===== config.mk =====
export PLATFORM = sky130hd
export DESIGN_NAME = rgb_to_hsv_converter
export DESIGN_NICKNAME = d
export VERILOG_FILES = /design/src/design/rhc_pkg.sv /design/src/design/rhc_prep.sv /design/src/design/rhc_div_cell.sv /design/src/design/rgb_to_hsv_converter.sv
export SDC_FILE = /design/constraint.sdc
export NUM_CORES = 2
export LEC_CHECK = 0
export ABC_CLOCK_PERIOD_IN_PS = 8410
export BUFFER_PORTS_ARGS = -buffer_cell sky130_fd_sc_hd__buf_2
export CORE_ASPECT_RATIO = 1.75
export CORE_MARGIN = 2
export CORE_UTILIZATION = 35
export DETAILED_ROUTE_END_ITERATION = 7
export PLACE_DENSITY = 0.56
export SYNTH_ARGS = -nofsm -noshare
export SYNTH_HDL_FRONTEND = slang
export SYNTH_SLANG_ARGS = --single-unit
export TNS_END_PERCENT = 1

===== constraint.sdc =====
create_clock -name clk_i -period 8.41 [get_ports clk_i]
set_input_delay 0.841 -clock clk_i [delete_from_list [all_inputs] [get_ports clk_i]]
set_output_delay 0.841 -clock clk_i [all_outputs]
set_load 0.01 [all_outputs]

===== src/design/rhc_pkg.sv =====
// Shared constants and types for the RGB to HSV converter.
package rhc_pkg;

  // Component and result widths.
  localparam int unsigned COMP_W     = 8;
  localparam int unsigned HUE_W      = 15;
  localparam int unsigned SAT_W      = 16;
  localparam int unsigned HUE_FRAC   = 6;
  localparam int unsigned SAT_FRAC   = 15;

  // Every quotient fits in 16 bits: saturation reaches 2^15, hue stays below 360 * 2^6.
  localparam int unsigned QUO_W      = 16;
  localparam int unsigned DEN_W      = COMP_W;
  localparam int unsigned NUM_W      = DEN_W + QUO_W;

  // Hue numerator before scaling stays below 360 * (max - min).
  localparam int unsigned TOT_W      = COMP_W + 9;

  // Hue branch offsets and the wrap, in degrees.
  localparam int unsigned DEG_60     = 60;
  localparam int unsigned DEG_120    = 120;
  localparam int unsigned DEG_240    = 240;
  localparam int unsigned DEG_360    = 360;

  // Cycles from an accepted request to its result strobe.
  localparam int unsigned LATENCY    = QUO_W + 3;

  // Upper bounds of the result fields.
  localparam int unsigned HUE_LIMIT  = DEG_360 << HUE_FRAC;
  localparam int unsigned SAT_ONE    = 1 << SAT_FRAC;

  // Which component is largest.
  typedef enum logic [1:0] {
    BrRed   = 2'd0,
    BrGreen = 2'd1,
    BrBlue  = 2'd2
  } branch_e;

  // One division in flight: divisor, partial remainder, and a word that holds
  // the unused dividend bits on top and the quotient bits found so far below.
  typedef struct packed {
    logic [DEN_W-1:0] den;
    logic [DEN_W-1:0] rem;
    logic [QUO_W-1:0] bits;
  } lane_t;

  // Pixel data that rides along the divider chain.
  typedef struct packed {
    logic [COMP_W-1:0] brightness;
    logic              gray;
    logic              black;
  } side_t;

endpackage


===== src/design/rhc_prep.sv =====
// Front end: max, min, hue branch and numerators, set up as two divider lanes.
module rhc_prep (
  input  logic                        clk_i,
  input  logic                        rst_ni,
  input  logic                        valid_i,
  input  logic [rhc_pkg::COMP_W-1:0]  red_i,
  input  logic [rhc_pkg::COMP_W-1:0]  green_i,
  input  logic [rhc_pkg::COMP_W-1:0]  blue_i,
  output logic                        valid_o,
  output rhc_pkg::lane_t              hue_o,
  output rhc_pkg::lane_t              sat_o,
  output rhc_pkg::side_t              side_o
);
  import rhc_pkg::*;

  localparam logic signed [TOT_W:0] Sixty = (TOT_W+1)'(DEG_60);

  // First stage registers.
  logic                     valid1_q;
  logic [COMP_W-1:0]        max_q, delta_q;
  logic signed [COMP_W:0]   num_q;
  branch_e                  branch_q;

  logic [COMP_W-1:0]        max_d, min_d;
  logic signed [COMP_W:0]   num_d;
  branch_e                  branch_d;

  // Largest component picks the branch; red wins ties over green, green over blue.
  always_comb begin
    if (red_i >= green_i && red_i >= blue_i) begin
      branch_d = BrRed;
      max_d    = red_i;
      num_d    = $signed({1'b0, green_i}) - $signed({1'b0, blue_i});
    end else if (green_i >= blue_i) begin
      branch_d = BrGreen;
      max_d    = green_i;
      num_d    = $signed({1'b0, blue_i}) - $signed({1'b0, red_i});
    end else begin
      branch_d = BrBlue;
      max_d    = blue_i;
      num_d    = $signed({1'b0, red_i}) - $signed({1'b0, green_i});
    end
    min_d = red_i;
    if (green_i < min_d) min_d = green_i;
    if (blue_i < min_d) min_d = blue_i;
  end

  always_ff @(posedge clk_i or negedge rst_ni) begin
    if (!rst_ni) begin
      valid1_q <= 1'b0;
    end else begin
      valid1_q <= valid_i;
    end
  end

  always_ff @(posedge clk_i) begin
    max_q    <= max_d;
    delta_q  <= max_d - min_d;
    num_q    <= num_d;
    branch_q <= branch_d;
  end

  // Second stage: hue numerator in degrees times delta, wrapped when negative.
  logic [TOT_W:0]          dext;
  logic [TOT_W:0]          base;
  logic signed [TOT_W:0]   prod;
  logic signed [TOT_W:0]   total_s;
  logic signed [TOT_W:0]   wrapped;
  logic [TOT_W-1:0]        total;
  logic [NUM_W-1:0]        hue_num, sat_num;
  lane_t                   hue_d, sat_d;
  side_t                   side_d;

  always_comb begin
    dext = (TOT_W+1)'(delta_q);
    unique case (branch_q)
      BrRed:   base = '0;
      BrGreen: base = dext * (TOT_W+1)'(DEG_120);
      BrBlue:  base = dext * (TOT_W+1)'(DEG_240);
      default: base = '0;
    endcase
    prod    = (TOT_W+1)'(num_q) * Sixty;
    total_s = $signed(base) + prod;
    wrapped = total_s[TOT_W] ? total_s + $signed(dext * (TOT_W+1)'(DEG_360)) : total_s;
    total   = wrapped[TOT_W-1:0];

    hue_num = NUM_W'(total) << HUE_FRAC;
    sat_num = NUM_W'(delta_q) << SAT_FRAC;

    hue_d.den  = delta_q;
    hue_d.rem  = hue_num[NUM_W-1:QUO_W];
    hue_d.bits = hue_num[QUO_W-1:0];
    sat_d.den  = max_q;
    sat_d.rem  = sat_num[NUM_W-1:QUO_W];
    sat_d.bits = sat_num[QUO_W-1:0];

    side_d.brightness = max_q;
    side_d.gray       = (delta_q == '0);
    side_d.black      = (max_q == '0);
  end

  always_ff @(posedge clk_i or negedge rst_ni) begin
    if (!rst_ni) begin
      valid_o <= 1'b0;
    end else begin
      valid_o <= valid1_q;
    end
  end

  always_ff @(posedge clk_i) begin
    hue_o  <= hue_d;
    sat_o  <= sat_d;
    side_o <= side_d;
  end

endmodule


===== src/design/rhc_div_cell.sv =====
// One divider cell: a restoring step for the hue and saturation quotients.
module rhc_div_cell (
  input  logic            clk_i,
  input  logic            rst_ni,
  input  logic            valid_i,
  input  rhc_pkg::lane_t  hue_i,
  input  rhc_pkg::lane_t  sat_i,
  input  rhc_pkg::side_t  side_i,
  output logic            valid_o,
  output rhc_pkg::lane_t  hue_o,
  output rhc_pkg::lane_t  sat_o,
  output rhc_pkg::side_t  side_o
);
  import rhc_pkg::*;

  // Bring down the next dividend bit, subtract the divisor if it fits, and
  // shift the new quotient bit in at the bottom.
  function automatic lane_t div_step(lane_t l);
    logic [DEN_W:0] t;
    logic [DEN_W:0] diff;
    logic           ge;
    lane_t          r;
    t      = {l.rem, l.bits[QUO_W-1]};
    diff   = t - {1'b0, l.den};
    ge     = (t >= {1'b0, l.den});
    r.den  = l.den;
    r.rem  = ge ? diff[DEN_W-1:0] : t[DEN_W-1:0];
    r.bits = {l.bits[QUO_W-2:0], ge};
    return r;
  endfunction

  always_ff @(posedge clk_i or negedge rst_ni) begin
    if (!rst_ni) begin
      valid_o <= 1'b0;
    end else begin
      valid_o <= valid_i;
    end
  end

  always_ff @(posedge clk_i) begin
    hue_o  <= div_step(hue_i);
    sat_o  <= div_step(sat_i);
    side_o <= side_i;
  end

endmodule


===== src/design/rgb_to_hsv_converter.sv =====
// Top level of the RGB to HSV converter: front end, divider cell chain, result register.
//
// The converter takes one pixel per clock: busy_o never rises, so a request is
// taken whenever start_i is high, and its hue, saturation and brightness appear
// with a one-cycle done_o strobe after it has passed two front-end stages,
// sixteen divider cells that each find one quotient bit of both divisions, and
// one result register. Results keep request order and cannot be held off, so
// the receiver must take each one in the cycle it is shown. The block keeps no
// state beyond its pipeline.
module rgb_to_hsv_converter (
  input  logic                        clk_i,
  input  logic                        rst_ni,
  input  logic                        start_i,
  output logic                        busy_o,
  input  logic [rhc_pkg::COMP_W-1:0]  red_i,
  input  logic [rhc_pkg::COMP_W-1:0]  green_i,
  input  logic [rhc_pkg::COMP_W-1:0]  blue_i,
  output logic                        done_o,
  output logic [rhc_pkg::HUE_W-1:0]   hue_o,
  output logic [rhc_pkg::SAT_W-1:0]   saturation_o,
  output logic [rhc_pkg::COMP_W-1:0]  brightness_o
);
  import rhc_pkg::*;

  // The pipeline never stalls.
  assign busy_o = 1'b0;

  logic   valid_s [QUO_W+1];
  lane_t  hue_s   [QUO_W+1];
  lane_t  sat_s   [QUO_W+1];
  side_t  side_s  [QUO_W+1];

  // Front end.
  rhc_prep u_prep (
    .clk_i   (clk_i),
    .rst_ni  (rst_ni),
    .valid_i (start_i && !busy_o),
    .red_i   (red_i),
    .green_i (green_i),
    .blue_i  (blue_i),
    .valid_o (valid_s[0]),
    .hue_o   (hue_s[0]),
    .sat_o   (sat_s[0]),
    .side_o  (side_s[0])
  );

  // Divider chain, one quotient bit per cell.
  for (genvar i = 0; i < QUO_W; i++) begin : g_cell
    rhc_div_cell u_cell (
      .clk_i   (clk_i),
      .rst_ni  (rst_ni),
      .valid_i (valid_s[i]),
      .hue_i   (hue_s[i]),
      .sat_i   (sat_s[i]),
      .side_i  (side_s[i]),
      .valid_o (valid_s[i+1]),
      .hue_o   (hue_s[i+1]),
      .sat_o   (sat_s[i+1]),
      .side_o  (side_s[i+1])
    );
  end

  // Result register; gray pixels have no hue and black pixels no saturation.
  logic              done_q;
  logic [HUE_W-1:0]  hue_q;
  logic [SAT_W-1:0]  sat_q;
  logic [COMP_W-1:0] bright_q;

  always_ff @(posedge clk_i or negedge rst_ni) begin
    if (!rst_ni) begin
      done_q <= 1'b0;
    end else begin
      done_q <= valid_s[QUO_W];
    end
  end

  always_ff @(posedge clk_i) begin
    hue_q    <= side_s[QUO_W].gray  ? '0 : hue_s[QUO_W].bits[HUE_W-1:0];
    sat_q    <= side_s[QUO_W].black ? '0 : sat_s[QUO_W].bits[SAT_W-1:0];
    bright_q <= side_s[QUO_W].brightness;
  end

  assign done_o       = done_q;
  assign hue_o        = hue_q;
  assign saturation_o = sat_q;
  assign brightness_o = bright_q;

  // Every request gives a result after the fixed latency, and no result comes unasked.
  a_latency: assert property (@(posedge clk_i) disable iff (!rst_ni)
    start_i && !busy_o |-> ##LATENCY done_o)
    else $error("request did not produce a result on time");

  a_no_spurious: assert property (@(posedge clk_i) disable iff (!rst_ni)
    done_o |-> $past(start_i && !busy_o, LATENCY))
    else $error("result without a matching request");

  // Quotients stay in range.
  a_hue_range: assert property (@(posedge clk_i) disable iff (!rst_ni)
    done_o |-> 32'(hue_o) < HUE_LIMIT)
    else $error("hue out of range");

  a_sat_range: assert property (@(posedge clk_i) disable iff (!rst_ni)
    done_o |-> 32'(saturation_o) <= SAT_ONE)
    else $error("saturation out of range");

  a_black: assert property (@(posedge clk_i) disable iff (!rst_ni)
    done_o && brightness_o == '0 |-> saturation_o == '0 && hue_o == '0)
    else $error("black pixel with nonzero hue or saturation");

endmodule

==> qor_table.md <==
| Group | Result | This run |
| --- | --- | --- |
| detailed routing | Post-detailed-route wirelength per cell | 13.7 um |
| synth | Area fraction of the dominant cell type after synthesis | 47.7% |
| floorplanning | Area enclosed by the die boundary | 0.111 sq mm |
| worst setup path | Max Fanout on Critical Path | 8 |
| clock tree | # resized after CTS | 0 |
| placement | Final HPWL from detailed placement | 56.6 mm |
| detailed routing | Total routed wirelength | 70.5 mm |
| worst setup path | Worst EP required | 8.96 ns |
| worst setup path | Sequence of cells on the critical path | inv_1 -> fa_1 -> fa_1 -> inv_1 -> ha_1 -> a21oi_1 -> o21bai_1 -> a21oi_1 -> xnor2_1 -> a22oi_1 -> nor2_1 -> ha_1 -> and2_1 -> o21ai_0 -> o21ai_0 -> o41a_1 -> xor2_1 -> ha_1 -> a21o_1 -> a21o_1 -> a41oi_1 -> xor2_1 -> nor2_1 -> xnor2_1 |
| synth | Post-synthesis cell area | 0.0379 sq mm |
| placement | Final weighted congestion in routability-driven placement | 0.840 |
| sta | Highest clock rate | 0.170 GHz |
| synth | Total nets after synthesis | 4065 |
| floorplanning | Die W | 253 um |
| detailed routing | Final ANT Viol Nets | 0 |
| worst setup path | Element type at the critical path start | flop |
| synth | Synthesized flop and latch total | 922 |
| sta | Total negative slack | 0 ns |
| run | Max cap viols | 0 |
| floorplanning | Core region area | 0.107 sq mm |
| detailed routing | Number of vias after detailed routing | 23800 |
| clock tree | Root Buffer Master | sky130_fd_sc_hd__clkbuf_16 |
| synth | Count of cell types in the netlist | 70 |
| synth | Gate count after technology mapping | 3579 |
| synth | Total number of yosys warnings | 0 |
| finish | Total number of nets in the final design | 4187 |
| synth | Synth cell count leaders | 903 x sky130_fd_sc_hd__dfxtp_1, 504 x sky130_fd_sc_hd__inv_1, 387 x sky130_fd_sc_hd__ha_1 |
| synth | Cell type with the largest total area after synthesis | sky130_fd_sc_hd__dfxtp_1 |
| synth | Prevailing post-synth register cell | sky130_fd_sc_hd__dfxtp_1 |
| clock tree | Clock slew at reported path FFs | 0.07 ns |
| global route | Number of global-route vias before repair | 24900 |
| synth | Cell types occupying the most area after synthesis | sky130_fd_sc_hd__dfxtp_1 48%, sky130_fd_sc_hd__ha_1 13%, sky130_fd_sc_hd__inv_1 5.0% |
| global route | Number of antenna violations at the first check in global routing | 2 |
| detailed routing | Detailed Routing Iterations Pass 1 | 5 |
| worst setup path | Critical path arrival | 6.44 ns |
| clock tree | Clk sink count | 922 |
| finish | Layout filler cell count | 10500 |
| global route | Remaining global-route overflow | 0 |
| finish | Synth-to-layout area growth | 12.6% |
| sta | Final period util | 70.0% |
| sta | Number of pins with negative max-slew slack in the final report | 0 |
| sta | Post-layout min period | 5.89 ns |
| sta | RSZ-0062 raised after global routing | false |
| status | Status | completed |
| worst setup path | Slowest cell on crit path | sky130_fd_sc_hd__dfxtp_1 |
| synth | Most frequent cell after synthesis | sky130_fd_sc_hd__dfxtp_1 |
| clock tree | Number of buffers on the longest clock path | 3 |
| floorplanning | Top-level I/O count | 68 |
| worst setup path | CP Launch Point | u_prep.delta_q[1]$_DFF_P_ |
| detailed routing | 1st-iter DRT viols | 656 |
| synth | Ys async rst share | 2.06% |
| worst setup path | Crit path capture type | flop |
| placement | Count of buffers from port buffering | 66 |
| clock tree | Number of CTS-inserted buffers | 83 |
| sta | Total of endpoints with negative setup slack in the final report | 0 |
| synth | Share of synthesized area occupied by flip-flops and latches | 49.0% |
| clock tree | Clock tree from TritonCTS | done |
| synth | Number of enable flip-flop cells after synthesis | 0 |
| sta | Worst rel slew slack | 14.9% |
| sta | Final count of hold timing violations | 0 |
| worst setup path | Crit Reg-Reg Startpoint | u_prep.delta_q[1]$_DFF_P_ |
| floorplanning | Die Height | 439 um |
| clock tree | Post CTS Setup Buffer Count | 0 |
| floorplanning | Row count | 159 |
| detailed routing | Number of remaining DRC errors | 0 |
| global route | Largest net degree at the start of global routing | 40 |
| sta | Transition at the pin with the smallest max-transition slack | 1.26 ns |
| detailed routing | Number of vias per cell after detailed routing | 4.64 |
| synth | Average footprint of a synthesized cell | 10.6 sq um |
| floorplanning | Initial standard-cell utilization of the core | 35.3% |
| clock tree | H-tree levels | 3 |
| worst hold path | Path class of the lowest-slack min-delay path | input port to async pin |
| worst setup path | Most used cell along the critical path | sky130_fd_sc_hd__ha_1 |
| global route | Wire length of the first global-routing pass | 115 mm |
| sta | Post-route clock skew | 0.0225 ns |
| finish | Share of post-route cells with drive strength above 1 | 11.0% |
| worst setup path | Max stage delay on crit path | 0.59 ns |
| global route | Total global-route track usage | 12.9% |
| clock tree | Skew-Pair Late Insertion Delay | 0.67 ns |
| clock tree | Hold Buf Count CTS | 0 |
| worst setup path | Kind of critical path | flop to flop |
[per-stage QoR]
stage          cell area (sq um)  hold WS, ns  setup WS (ns)  utilization (%)  cells
2_1_floorplan              37900        0.310           3.12                -   3579
3_3_place_gp               39800        0.310           2.29             37.1   4984
3_5_place_dp               39800        0.312           2.28             37.1   4984
4_1_cts                    42600       0.0542           2.47             39.7   5133
5_1_grt                    42700        0.120           1.94             39.7   5140
6_report                   42700        0.104           2.52             39.7   5140
[registers in the layout, indices dropped and copies added, names as in the netlist]
| register | count |
|---|---|
| u_prep.valid1_q | 1 |
| brightness_o | 8 |
| u_prep.side_o | 2 |
| u_prep.sat_o | 9 |
| saturation_o | 16 |
| g_cell.u_cell.side_o | 40 |
| hue_o | 15 |
| g_cell.u_cell.valid_o | 16 |
| u_prep.hue_o | 22 |
| done_o | 1 |
| u_prep.valid_o | 1 |
| g_cell.u_cell.sat_o | 376 |
| u_prep.max_q | 8 |
| g_cell.u_cell.hue_o | 388 |
| u_prep.num_q | 9 |
| u_prep.delta_q | 8 |
| u_prep.branch_q | 2 |
[worst max-delay path: cells and delay by family (launching register included)]
| kind | cells | cell delay [ns] |
|---|---|---|
| flip-flops | 1 | 0.59 |
| adder cells (fa/ha/maj) | 5 | 2.04 |
| buffers and inverters | 2 | 0.19 |
| AO/OA/AOI/OAI | 10 | 1.96 |
| AND/OR/NAND/NOR | 3 | 0.30 |
| XOR/XNOR | 4 | 0.68 |
[final cells by class]
cell class / instances / area, sq um / share of cell area (%)
Antenna cell: 7 / 17.5 / 0.0411
Clock buffer: 113 / 2360 / 5.53
Clock inverter: 36 / 449 / 1.05
Inverter: 504 / 1890 / 4.43
Multi-Input combinational cell: 2121 / 17300 / 40.6
Sequential cell: 922 / 18600 / 43.5
Tap cell: 1368 / 1710 / 4.01
Timing Repair Buffer: 69 / 353 / 0.827
[per-layer routing]
| layer | vias to the layer above | track usage (%) | wire length, um |
|---|---|---|---|
| met2 | 287 | 28.7 | 43600 |
| li1 | 12100 | - | - |
| met5 | - | 0 | 0 |
| met1 | 11300 | 9.68 | 21200 |
| met3 | 174 | 2.05 | 1870 |
| met4 | 0 | 7.63 | 3840 |
[cell families (layout without fill, tap and decap cells)]
family                     after synthesis  count (layout)  synth area share [%]
other                                    1               8               0.00990
DFF                                    922             922                  49.0
AOI/OAI and AO/OA                      576             576                  9.95
and+or+nand+nor                        703             703                  9.06
buffers and inverters                  536             722                  5.34
muxes                                  218             218                  6.30
adders and majority gates              459             459                  16.6
xor gates and xnor gates               164             164                  3.81
[final timing paths]
check | end | slack [ns] | cells after the start
hold / removal | g_cell[9].u_cell.valid_o$_DFF_PN0_ | 0.10 | 1
min in group clk_i | u_prep.valid1_q$_DFF_PN0_ | 0.29 | 1
setup reg to reg | u_prep.hue_o[22]$_DFF_P_ | 2.52 | 24
max in group asynchronous | g_cell[6].u_cell.valid_o$_DFF_PN0_ | 8.02 | 1
hold reg to reg | brightness_o[0]$_DFF_P_ | 0.32 | 0
setup / recovery | u_prep.hue_o[22]$_DFF_P_ | 2.52 | 24
[placed cells by master, fill, tap and decap left out, types with 15 or more instances in the layout]
cell type	n
sky130_fd_sc_hd__a21boi_0	59
sky130_fd_sc_hd__a21o_1	55
sky130_fd_sc_hd__a21oi_1	105
sky130_fd_sc_hd__a311oi_1	15
sky130_fd_sc_hd__and2_1	26
sky130_fd_sc_hd__buf_2	66
sky130_fd_sc_hd__clkbuf_16	83
sky130_fd_sc_hd__clkbuf_8	17
sky130_fd_sc_hd__dfrtp_1	19
sky130_fd_sc_hd__dfxtp_1	903
sky130_fd_sc_hd__fa_1	72
sky130_fd_sc_hd__ha_1	387
sky130_fd_sc_hd__inv_1	504
sky130_fd_sc_hd__mux2_2	159
sky130_fd_sc_hd__mux2i_1	58
sky130_fd_sc_hd__nand2_1	96
sky130_fd_sc_hd__nand2b_1	38
sky130_fd_sc_hd__nand3_1	33
sky130_fd_sc_hd__nand4_1	44
sky130_fd_sc_hd__nor2_1	265
sky130_fd_sc_hd__nor2b_1	112
sky130_fd_sc_hd__nor3_1	30
sky130_fd_sc_hd__nor4_1	16
sky130_fd_sc_hd__o21a_1	50
sky130_fd_sc_hd__o21ai_0	188
sky130_fd_sc_hd__o22a_1	15
sky130_fd_sc_hd__or2_2	22
sky130_fd_sc_hd__xnor2_1	107
sky130_fd_sc_hd__xor2_1	56
Power is not shown: default switching activity piles up to over one toggle a cycle in this logic, so the estimate is an artifact.
